$ cat src/sv/lcdns_pkg.sv
// ============================================================================
// lcdns_pkg
// Types, command codes and the fixed init nibble table for the character LCD
// nibble sequencer.
// ============================================================================
`default_nettype none

package lcdns_pkg;

    // Request command codes carried in the input tuser field.
    localparam logic [1:0] CMD_INIT   = 2'd0;
    localparam logic [1:0] CMD_INSTR  = 2'd1;
    localparam logic [1:0] CMD_DATA   = 2'd2;
    localparam logic [1:0] CMD_CURSOR = 2'd3;

    // Configuration register indexes.
    localparam logic [1:0] CFG_SETUP     = 2'd0;
    localparam logic [1:0] CFG_EN_HIGH   = 2'd1;
    localparam logic [1:0] CFG_EN_LOW    = 2'd2;
    localparam logic [1:0] CFG_LONG_WAIT = 2'd3;

    // Configuration reset values.
    localparam logic [9:0]  SETUP_RST     = 10'd100;
    localparam logic [9:0]  EN_HIGH_RST   = 10'd1;
    localparam logic [9:0]  EN_LOW_RST    = 10'd80;
    localparam logic [13:0] LONG_WAIT_RST = 14'd2000;

    // Instruction bytes that need the long wait afterward.
    localparam logic [7:0] INSTR_CLEAR = 8'h01;
    localparam logic [7:0] INSTR_HOME  = 8'h02;

    // Set DDRAM address opcode bit.
    localparam logic DDRAM_OP = 1'b1;

    // The init sequence is twelve nibbles: four wake-up nibbles, then four bytes.
    localparam int          INIT_NIBBLES = 12;
    localparam logic [3:0]  INIT_LAST    = 4'(INIT_NIBBLES - 1);

    // Extra holds in the wake-up part of the init sequence.
    localparam logic [15:0] POWER_ON_US  = 16'd50000;
    localparam logic [15:0] FIRST_WAKE_US = 16'd5000;
    localparam logic [15:0] NEXT_WAKE_US = 16'd150;

    // One queued job for the back end.
    typedef struct packed {
        logic       is_init;
        logic       rs;
        logic [7:0] byte_val;
        logic       long_wait;
    } job_t;

    // Configuration values as seen by the back end.
    typedef struct packed {
        logic [9:0]  setup_us;
        logic [9:0]  en_high_us;
        logic [9:0]  en_low_us;
        logic [13:0] long_wait_us;
    } cfg_t;

    // One nibble of the init sequence with its extra holds.
    typedef struct packed {
        logic [3:0]  nibble;
        logic [15:0] pre_us;
        logic [15:0] post_us;
    } nib_info_t;

    // Phase of the pin-event sequencer within one nibble.
    typedef enum logic [1:0] {
        PH_SETUP,
        PH_EN_HIGH,
        PH_EN_LOW,
        PH_LONG_WAIT
    } phase_t;

    // Init sequence: 3, 3, 3, 2 then the bytes 0x28, 0x0C, 0x06 and 0x01.
    function automatic nib_info_t init_nibble(input logic [3:0] idx);
        nib_info_t info;
        info.pre_us  = 16'd0;
        info.post_us = 16'd0;
        case (idx)
            4'd0:
            begin
                info.nibble  = 4'h3;
                info.pre_us  = POWER_ON_US;
                info.post_us = FIRST_WAKE_US;
            end
            4'd1, 4'd2:
            begin
                info.nibble  = 4'h3;
                info.post_us = NEXT_WAKE_US;
            end
            4'd3:
            begin
                info.nibble  = 4'h2;
                info.post_us = NEXT_WAKE_US;
            end
            4'd4:  info.nibble = 4'h2;
            4'd5:  info.nibble = 4'h8;
            4'd6:  info.nibble = 4'h0;
            4'd7:  info.nibble = 4'hC;
            4'd8:  info.nibble = 4'h0;
            4'd9:  info.nibble = 4'h6;
            4'd10: info.nibble = 4'h0;
            4'd11: info.nibble = 4'h1;
            default: info.nibble = 4'h0;
        endcase
        return info;
    endfunction

endpackage

`default_nettype wire

$ cat src/sv/char_lcd_nibble_sequencer.sv
// ============================================================================
// char_lcd_nibble_sequencer
// Character LCD controller for a 4-bit bus: turns requests into timed pin
// events (register select, data nibble, enable level, hold time).
// ============================================================================
//
//  Channel   Direction  Payload
//  s_axis    in         tuser: command; tdata: byte_value, column, row_index
//  m_axis    out        tuser: register_select; tdata: data_nibble, enable,
//                       hold_us; tlast: last
//  cfg       in         cfg_index selects the register, cfg_data the value
//
//  The sequencer gives one pin event per cycle while m_axis is not stalled: a
//  byte request gives 6 events, 7 for clear or home, and an init request 37.
//  A two-entry job queue lets requests be taken while events are still going out.
//  A stall on m_axis holds the output word and the sequencer; the queue keeps
//  taking requests until it is full.
//  Reset is asynchronous; no clearing pass is needed after it.
// ============================================================================
`default_nettype none

module char_lcd_nibble_sequencer
    import lcdns_pkg::*;
#(
    parameter int COLUMNS = 16,
    parameter int ROWS    = 2
)
(
    input  wire logic        clk,
    input  wire logic        rst_n,
    input  wire logic        s_axis_tvalid,
    output logic             s_axis_tready,
    input  wire logic [15:0] s_axis_tdata,  // byte_value, column, row_index
    input  wire logic [1:0]  s_axis_tuser,  // command
    output logic             m_axis_tvalid,
    input  wire logic        m_axis_tready,
    output logic [23:0]      m_axis_tdata,  // data_nibble, enable, hold_us, zero fill
    output logic             m_axis_tuser,  // register_select
    output logic             m_axis_tlast,
    input  wire logic        cfg_valid,
    output logic             cfg_ready,
    input  wire logic [1:0]  cfg_index,
    input  wire logic [13:0] cfg_data
);

    cfg_t        cfg_reg;
    cfg_t        cfg_next;
    job_t        front_job;
    job_t        q_job;
    logic        q_valid;
    logic        q_ready;
    logic [3:0]  ev_nibble;
    logic        ev_enable;
    logic [15:0] ev_hold;

    // Configuration registers.
    assign cfg_ready = 1'b1;

    always_comb
    begin
        cfg_next = cfg_reg;
        if (cfg_valid)
        begin
            case (cfg_index)
                CFG_SETUP:     cfg_next.setup_us     = cfg_data[9:0];
                CFG_EN_HIGH:   cfg_next.en_high_us   = cfg_data[9:0];
                CFG_EN_LOW:    cfg_next.en_low_us    = cfg_data[9:0];
                CFG_LONG_WAIT: cfg_next.long_wait_us = cfg_data;
                default:       cfg_next = cfg_reg;
            endcase
        end
    end

    always_ff @(posedge clk or negedge rst_n)
    begin
        if (!rst_n)
        begin
            cfg_reg.setup_us     <= SETUP_RST;
            cfg_reg.en_high_us   <= EN_HIGH_RST;
            cfg_reg.en_low_us    <= EN_LOW_RST;
            cfg_reg.long_wait_us <= LONG_WAIT_RST;
        end
        else
        begin
            cfg_reg <= cfg_next;
        end
    end

    // Request classifier.
    lcdns_front #(
        .COLUMNS (COLUMNS),
        .ROWS    (ROWS)
    ) u_front (
        .command    (s_axis_tuser),
        .byte_value (s_axis_tdata[7:0]),
        .column     (s_axis_tdata[13:8]),
        .row_index  (s_axis_tdata[15:14]),
        .job        (front_job)
    );

    // Job queue.
    lcdns_queue u_queue (
        .clk      (clk),
        .rst_n    (rst_n),
        .wr_valid (s_axis_tvalid),
        .wr_ready (s_axis_tready),
        .wr_job   (front_job),
        .rd_valid (q_valid),
        .rd_ready (q_ready),
        .rd_job   (q_job)
    );

    // Pin-event sequencer.
    lcdns_back u_back (
        .clk        (clk),
        .rst_n      (rst_n),
        .cfg        (cfg_reg),
        .q_valid    (q_valid),
        .q_ready    (q_ready),
        .q_job      (q_job),
        .ev_valid   (m_axis_tvalid),
        .ev_ready   (m_axis_tready),
        .ev_rs      (m_axis_tuser),
        .ev_nibble  (ev_nibble),
        .ev_enable  (ev_enable),
        .ev_hold_us (ev_hold),
        .ev_last    (m_axis_tlast)
    );

    // Output word packing.
    assign m_axis_tdata = {3'd0, ev_hold, ev_enable, ev_nibble};

endmodule

`default_nettype wire

$ cat src/sv/lcdns_front.sv
// ============================================================================
// lcdns_front
// Request classifier: turns one request into a job for the back end, forming
// the cursor address and flagging the long wait after clear and home.
// ============================================================================
`default_nettype none

module lcdns_front
    import lcdns_pkg::*;
#(
    parameter int COLUMNS = 16,
    parameter int ROWS    = 2
)
(
    input  wire logic [1:0] command,
    input  wire logic [7:0] byte_value,
    input  wire logic [5:0] column,
    input  wire logic [1:0] row_index,
    output job_t            job
);

    localparam logic [5:0] COL_MAX = 6'(COLUMNS - 1);
    localparam logic [1:0] ROW_MAX = 2'(ROWS - 1);

    logic [5:0] col_c;
    logic [1:0] row_c;
    logic [6:0] addr;
    logic [7:0] instr;

    // Clamp the cursor position and build the DDRAM address.
    always_comb
    begin
        col_c = (column > COL_MAX) ? COL_MAX : column;
        row_c = (row_index > ROW_MAX) ? ROW_MAX : row_index;
        addr  = 7'({1'b0, col_c} + (7'(row_c) << 6));
    end

    // Pick the byte and register select for each command.
    always_comb
    begin
        job.is_init = 1'b0;
        job.rs      = 1'b0;
        instr       = byte_value;
        case (command)
            CMD_INIT:
            begin
                job.is_init = 1'b1;
                instr       = INSTR_CLEAR;
            end
            CMD_INSTR:  instr = byte_value;
            CMD_DATA:   job.rs = 1'b1;
            CMD_CURSOR: instr = {DDRAM_OP, addr};
            default:    instr = byte_value;
        endcase
        job.byte_val  = instr;
        // Clear and home need the long wait; data bytes never do.
        job.long_wait = !job.rs && (instr inside {INSTR_CLEAR, INSTR_HOME});
    end

endmodule

`default_nettype wire

$ cat src/sv/lcdns_queue.sv
// ============================================================================
// lcdns_queue
// Two-entry job queue between the classifier and the pin-event sequencer.
// ============================================================================
`default_nettype none

module lcdns_queue
    import lcdns_pkg::*;
(
    input  wire logic clk,
    input  wire logic rst_n,
    input  wire logic wr_valid,
    output logic      wr_ready,
    input  wire job_t wr_job,
    output logic      rd_valid,
    input  wire logic rd_ready,
    output job_t      rd_job
);

    job_t       mem [2];
    logic       wr_ptr_reg;
    logic       wr_ptr_next;
    logic       rd_ptr_reg;
    logic       rd_ptr_next;
    logic [1:0] count_reg;
    logic [1:0] count_next;
    logic       push;
    logic       pop;

    assign wr_ready = (count_reg != 2'd2);
    assign rd_valid = (count_reg != 2'd0);
    assign rd_job   = mem[rd_ptr_reg];
    assign push     = wr_valid && wr_ready;
    assign pop      = rd_valid && rd_ready;

    // Pointer and fill count updates.
    always_comb
    begin
        wr_ptr_next = push ? !wr_ptr_reg : wr_ptr_reg;
        rd_ptr_next = pop ? !rd_ptr_reg : rd_ptr_reg;
        count_next  = 2'(count_reg + {1'b0, push} - {1'b0, pop});
    end

    always_ff @(posedge clk or negedge rst_n)
    begin
        if (!rst_n)
        begin
            wr_ptr_reg <= 1'b0;
            rd_ptr_reg <= 1'b0;
            count_reg  <= 2'd0;
        end
        else
        begin
            wr_ptr_reg <= wr_ptr_next;
            rd_ptr_reg <= rd_ptr_next;
            count_reg  <= count_next;
        end
    end

    // Job storage.
    always_ff @(posedge clk)
    begin
        if (push)
        begin
            mem[wr_ptr_reg] <= wr_job;
        end
    end

endmodule

`default_nettype wire

$ cat src/sv/lcdns_back.sv
// ============================================================================
// lcdns_back
// Pin-event sequencer: walks the nibbles of one job, three events per nibble
// and an optional long-wait event, into a registered output word.
// ============================================================================
`default_nettype none

module lcdns_back
    import lcdns_pkg::*;
(
    input  wire logic        clk,
    input  wire logic        rst_n,
    input  wire cfg_t        cfg,
    input  wire logic        q_valid,
    output logic             q_ready,
    input  wire job_t        q_job,
    output logic             ev_valid,
    input  wire logic        ev_ready,
    output logic             ev_rs,
    output logic [3:0]       ev_nibble,
    output logic             ev_enable,
    output logic [15:0]      ev_hold_us,
    output logic             ev_last
);

    logic        active_reg;
    logic        active_next;
    job_t        job_reg;
    job_t        job_next;
    phase_t      phase_reg;
    phase_t      phase_next;
    logic [3:0]  nib_reg;
    logic [3:0]  nib_next;

    logic        out_valid_reg;
    logic        out_valid_next;
    logic        out_rs_reg;
    logic [3:0]  out_nibble_reg;
    logic        out_enable_reg;
    logic [15:0] out_hold_reg;
    logic        out_last_reg;

    nib_info_t   info;
    logic        last_nib;
    logic        step;
    logic        finish;
    logic        pop;
    logic [3:0]  cur_nibble;
    logic        cur_enable;
    logic [15:0] cur_hold;
    logic        cur_last;

    // Current nibble: from the init table or from the job's byte.
    always_comb
    begin
        info = init_nibble(nib_reg);
        if (!job_reg.is_init)
        begin
            info.nibble  = nib_reg[0] ? job_reg.byte_val[3:0] : job_reg.byte_val[7:4];
            info.pre_us  = 16'd0;
            info.post_us = 16'd0;
        end
        last_nib = job_reg.is_init ? (nib_reg == INIT_LAST) : (nib_reg == 4'd1);
    end

    // Event contents for the current phase. The holds stay below 65536 for
    // every register value, so no saturation is needed.
    always_comb
    begin
        cur_nibble = info.nibble;
        cur_enable = 1'b0;
        cur_hold   = 16'd0;
        cur_last   = 1'b0;
        case (phase_reg)
            PH_SETUP:
                cur_hold = 16'({6'd0, cfg.setup_us} + info.pre_us);
            PH_EN_HIGH:
            begin
                cur_enable = 1'b1;
                cur_hold   = {6'd0, cfg.en_high_us};
            end
            PH_EN_LOW:
            begin
                cur_hold = 16'({6'd0, cfg.en_low_us} + info.post_us);
                cur_last = last_nib && !job_reg.long_wait;
            end
            PH_LONG_WAIT:
            begin
                cur_hold = {2'd0, cfg.long_wait_us};
                cur_last = 1'b1;
            end
            default:
                cur_hold = 16'd0;
        endcase
    end

    // Handshake between job queue, sequencer and output register.
    assign step    = active_reg && (!out_valid_reg || ev_ready);
    assign finish  = step && cur_last;
    assign pop     = q_valid && (!active_reg || finish);
    assign q_ready = !active_reg || finish;

    // Next phase, nibble index and job.
    always_comb
    begin
        phase_next  = phase_reg;
        nib_next    = nib_reg;
        active_next = pop ? 1'b1 : (finish ? 1'b0 : active_reg);
        job_next    = pop ? q_job : job_reg;
        if (step)
        begin
            case (phase_reg)
                PH_SETUP:   phase_next = PH_EN_HIGH;
                PH_EN_HIGH: phase_next = PH_EN_LOW;
                PH_EN_LOW:
                begin
                    if (!last_nib)
                    begin
                        phase_next = PH_SETUP;
                        nib_next   = 4'(nib_reg + 4'd1);
                    end
                    else if (job_reg.long_wait)
                    begin
                        phase_next = PH_LONG_WAIT;
                    end
                    else
                    begin
                        phase_next = PH_SETUP;
                        nib_next   = 4'd0;
                    end
                end
                PH_LONG_WAIT:
                begin
                    phase_next = PH_SETUP;
                    nib_next   = 4'd0;
                end
                default:    phase_next = PH_SETUP;
            endcase
        end
    end

    // Output register valid.
    always_comb
    begin
        if (step)
        begin
            out_valid_next = 1'b1;
        end
        else if (ev_ready)
        begin
            out_valid_next = 1'b0;
        end
        else
        begin
            out_valid_next = out_valid_reg;
        end
    end

    always_ff @(posedge clk or negedge rst_n)
    begin
        if (!rst_n)
        begin
            active_reg    <= 1'b0;
            phase_reg     <= PH_SETUP;
            nib_reg       <= 4'd0;
            out_valid_reg <= 1'b0;
        end
        else
        begin
            active_reg    <= active_next;
            phase_reg     <= phase_next;
            nib_reg       <= nib_next;
            out_valid_reg <= out_valid_next;
        end
    end

    // Job and output payload registers.
    always_ff @(posedge clk)
    begin
        job_reg <= job_next;
        if (step)
        begin
            out_rs_reg     <= job_reg.rs;
            out_nibble_reg <= cur_nibble;
            out_enable_reg <= cur_enable;
            out_hold_reg   <= cur_hold;
            out_last_reg   <= cur_last;
        end
    end

    assign ev_valid   = out_valid_reg;
    assign ev_rs      = out_rs_reg;
    assign ev_nibble  = out_nibble_reg;
    assign ev_enable  = out_enable_reg;
    assign ev_hold_us = out_hold_reg;
    assign ev_last    = out_last_reg;

endmodule

`default_nettype wire
$ cat config.mk
export PLATFORM = sky130hd
export DESIGN_NAME = char_lcd_nibble_sequencer
export DESIGN_NICKNAME = d
export VERILOG_FILES = /design/src/sv/lcdns_pkg.sv /design/src/sv/char_lcd_nibble_sequencer.sv /design/src/sv/lcdns_front.sv /design/src/sv/lcdns_queue.sv /design/src/sv/lcdns_back.sv
export SDC_FILE = /design/constraint.sdc
export NUM_CORES = 1
export LEC_CHECK = 0
export ABC_AREA = 0
export BUFFER_PORTS_ARGS = -buffer_cell sky130_fd_sc_hd__buf_2
export CAP_MARGIN = 20
export CORE_MARGIN = 10
export CORE_UTILIZATION = 49
export CTS_BUF_LIST = sky130_fd_sc_hd__clkbuf_4 sky130_fd_sc_hd__clkbuf_8 sky130_fd_sc_hd__clkbuf_16
export DETAILED_ROUTE_END_ITERATION = 10
export PLACE_DENSITY = 0.83
export SYNTH_ARGS = -nofsm -noshare
export SYNTH_HDL_FRONTEND = slang
export SYNTH_HIERARCHICAL = 1
export SYNTH_SLANG_ARGS = --single-unit
$ cat constraint.sdc
create_clock -name clk -period 3.1 [get_ports clk]
set_input_delay 0.465 -clock clk [delete_from_list [all_inputs] [get_ports clk]]
set_output_delay 0.465 -clock clk [all_outputs]
set_load 0.005 [all_outputs]
==> impl_metrics.env <==
export IMPL_r2r_cells=10
export IMPL_timing_worst_setup_path_type="reg -> reg"
export IMPL_regArea_um2=3068
export IMPL_endpoint="u_back/ev_hold_us[5]"
export IMPL_met1_usage_pct=17.15
export IMPL_grt_use_met2_pct=23.54
export IMPL_crit_top_cell="ha_1"
export IMPL_cts_sinks=111
export IMPL_hold_class="in -> async"
export IMPL_crit_slowest_cell="mux4_2"
export IMPL_post_synth_xor_area_fraction_pct=2.032
export IMPL_ctsLongestPathBuffers=2
export IMPL_antenna_found_initial=0
export IMPL_fmax_mhz=348.3
export IMPL_drt_iter0_markers=263
export IMPL_die_w_um=126.9
export IMPL_min_period_over_period_pct=92.61
export IMPL_rows=38
export IMPL_clkTransAtPathRegs_ps=80
export IMPL_r2r_end="u_back/ev_hold_us[5]"
export IMPL_multi_input_area_um2=2356
export IMPL_use_met3_pct=4.665
export IMPL_diodes=0
export IMPL_startpoint_type="flip-flop"
export IMPL_synth_compound_area_share_pct=8.707
export IMPL_crit_path_start="u_back/nib_reg[0]"
export IMPL_async_flop_share_pct=50.45
export IMPL_arrival_ps=2960
export IMPL_critical_path_cell_chain="inv_1 > ha_1 > nor3_4 > nor2_1 > ha_1 > ha_1 > a41oi_2 > a21oi_1 > xor2_1 > mux4_2"
export IMPL_grt_max_degree=57
export IMPL_synth_ff_type="edfxtp_1"
export IMPL_yosysUniqueCellTypes=64
export IMPL_fin_util_pct=57.65
export IMPL_finClkSkew_ps=9.846
export IMPL_num_nets_final=533
export IMPL_syn_area_um2=5604
export IMPL_rsz0062_at_grt="true"
export IMPL_cts_tree="done"
export IMPL_drc=0
export IMPL_yosys_area_share_simple_pct=9.399
export IMPL_cts_htree_levels=3
export IMPL_avgRoutedWirePerCell_um=18.21
export IMPL_ir_drop_v=0.0005302
export IMPL_viasPerCell=5.565
export IMPL_vias=3445
export IMPL_placed_cells=603
export IMPL_die_area_um2=16120
export IMPL_largest_register_ffs=44
export IMPL_yosysTopAreaCell="edfxtp_1"
export IMPL_syn_avg_cell_area_um2=13.57
export IMPL_holdWs_ps=231.3
export IMPL_final_setup_viol_count=0
export IMPL_report_final_slew_viol_count=0
export IMPL_fin_cells=619
export IMPL_drive_gt1_share_pct=37.16
export IMPL_wirelength_um=11280
export IMPL_synth_top_area_share_pct=29.47
export IMPL_synth_top_family_by_area="multiplexers"
export IMPL_start_util_pct=50.81
export IMPL_fin_crit_ps=2871
export IMPL_yosys_top_cells_area="edfxtp_1, dfrtp_1, mux2_4"
export IMPL_synth_adder_area_share_pct=4.465
export IMPL_synth_common_cells="edfxtp_1, dfrtp_1, mux2_4"
export IMPL_status="finished, final reports clean"
export IMPL_gp_congestion=0.8555
export IMPL_synth_warning_count=6
export IMPL_tightestPinTransition_ps=929.5
export IMPL_drtPass1Iterations=4
export IMPL_leakage_nw=2.693
export IMPL_coreArea_um2=11030
export IMPL_areaGrowthSynthToFinish_pct=13.46
export IMPL_root_buffer="clkbuf_16"
export IMPL_grt_pass1_wl_um=18480
export IMPL_critPathMaxStageDelay_ps=490
export IMPL_top_usage_layer="met2"
export IMPL_grt_overflow=0
export IMPL_track_usage_pct=14.20
export IMPL_synth_edf_count=55
export IMPL_hold_buffers=0
export IMPL_ys_ff_latch=111
export IMPL_hold_violations=0
export IMPL_synthMuxAreaShare_pct=16.97
export IMPL_cp_end_kind="flip-flop"
export IMPL_syn_inst=413
export IMPL_grt_pass1_vias=3669
export IMPL_r2r_start="u_back/nib_reg[0]"
export IMPL_pin_count=68
export IMPL_slew_headroom_pct=37.80
export IMPL_ff2ff_setup_slack_ps=230
export IMPL_crit_fanout=5
export IMPL_yosysMostFrequentCell="edfxtp_1"
export IMPL_hpwl_um=8145
export IMPL_cts_buffers=9
export IMPL_numPortBuffers=63
export IMPL_antenna_left=0
export IMPL_drv_cap=0
export IMPL_dieHeight_um=126.9
export IMPL_cp_required_ps=3190
export IMPL_p_per_area_nw_per_um2=781.8
export IMPL_yosysSeqAreaShare_pct=54.74
export IMPL_fillers=880
export IMPL_clkLatencyLatePin_ps=360
-- metal layers --
metal | routed length [um] | part of all wire [%]
met4 | 151 | 1.3
met5 | 0 | 0
met2 | 5638 | 50
met3 | 580 | 5.1
met1 | 4905 | 44
-- final cells by class --
| class | instances | area share, % |
|---|---|---|
| timing repair buffer | 71 | 5.903 |
| clock buffer | 9 | 3.542 |
| multi-input combinational | 266 | 37.05 |
| tap | 140 | 2.755 |
| sequential | 111 | 48.25 |
| clock inverter | 7 | 1.614 |
| inverter | 15 | 0.8855 |
-- per-stage QoR --
stage / TNS, ps / instance area (um^2) / setup slack (ps) / total power [mW]
detailed placement: 0 / 6025 / 186.5 / 3.754
global placement: 0 / 6025 / 296.5 / 3.687
CTS: 0 / 6352 / 169.5 / 4.996
finish: 0 / 6359 / 229.1 / 4.971
global route: -13.82 / 6359 / -13.82 / 5.256
floorplan: 0 / 5618 / 144.4 / 3.304
-- logic make-up after synthesis --
family	count (synthesis)
other cells	2
compound gates	70
flops	111
mux	68
xor+xnor	13
fa+ha+maj	20
buf+inv	38
simple gates	91
-- power by group --
group          total (mW)  internal, mW  switching [mW]
registers            2.34          2.03           0.310
logic                1.40         0.723           0.676
clock network        1.23         0.658           0.576
total                4.97          3.41            1.56
-- critical path: cells and delay by family (launching register included) --
kind                     cells  cell delay, ps
adder cells (fa/ha/maj)      3             680
XOR/XNOR                     1             160
AND/OR/NAND/NOR              2             340
AO/OA/AOI/OAI                2             430
multiplexers                 1             490
flip-flops                   1             430
buffers and inverters        1              90
-- timing repair --
action / CTS / global route
endpoints found under the setup margin: 0 / 2
gates resized for setup: 0 / 1
setup buffers: 0 / 0
-- cell usage in the layout, fill, tap and decap left out, types with 3 or more instances in the layout --
master     netlist  layout
buf_2            3      63
buf_4            6       8
dfrtp_1         44      44
xor2_1           8       8
nand2_1         22      22
ha_1            20      20
o21ai_1          3       3
mux2i_1          5       5
conb_1           2       4
nor2_1          14      14
inv_1           14      14
edfxtp_1        55      55
a31oi_1          8       8
o21ai_0         20      20
nor2b_1          6       6
mux2_2          26      26
nor4_1           3       3
dfstp_2         12      12
and3_1           4       4
mux4_2           7       7
xnor2_1          5       5
nand2b_1         5       5
mux2_4          30      30
o31ai_1          4       4
and2_1           6       6
nand3_1          8       8
clkbuf_16        0       9
a22oi_1          3       3
a21oi_1          9       9
nor3_1           6       5
-- worst min-delay path by stage --
stage,to,startpoint,cells after the start,slack (ps)
floorplan,cfg_reg[0],rst_n,0,170
global placement,u_back/ev_rs,u_back/job_reg[9],0,410
detailed placement,u_back/ev_rs,u_back/job_reg[9],0,420
CTS,cfg_reg[0],rst_n,2,260
global route,u_queue/wr_ptr_reg,rst_n,2,300
finish,cfg_reg[0],rst_n,2,230
Power figures use the tool's default switching activity.
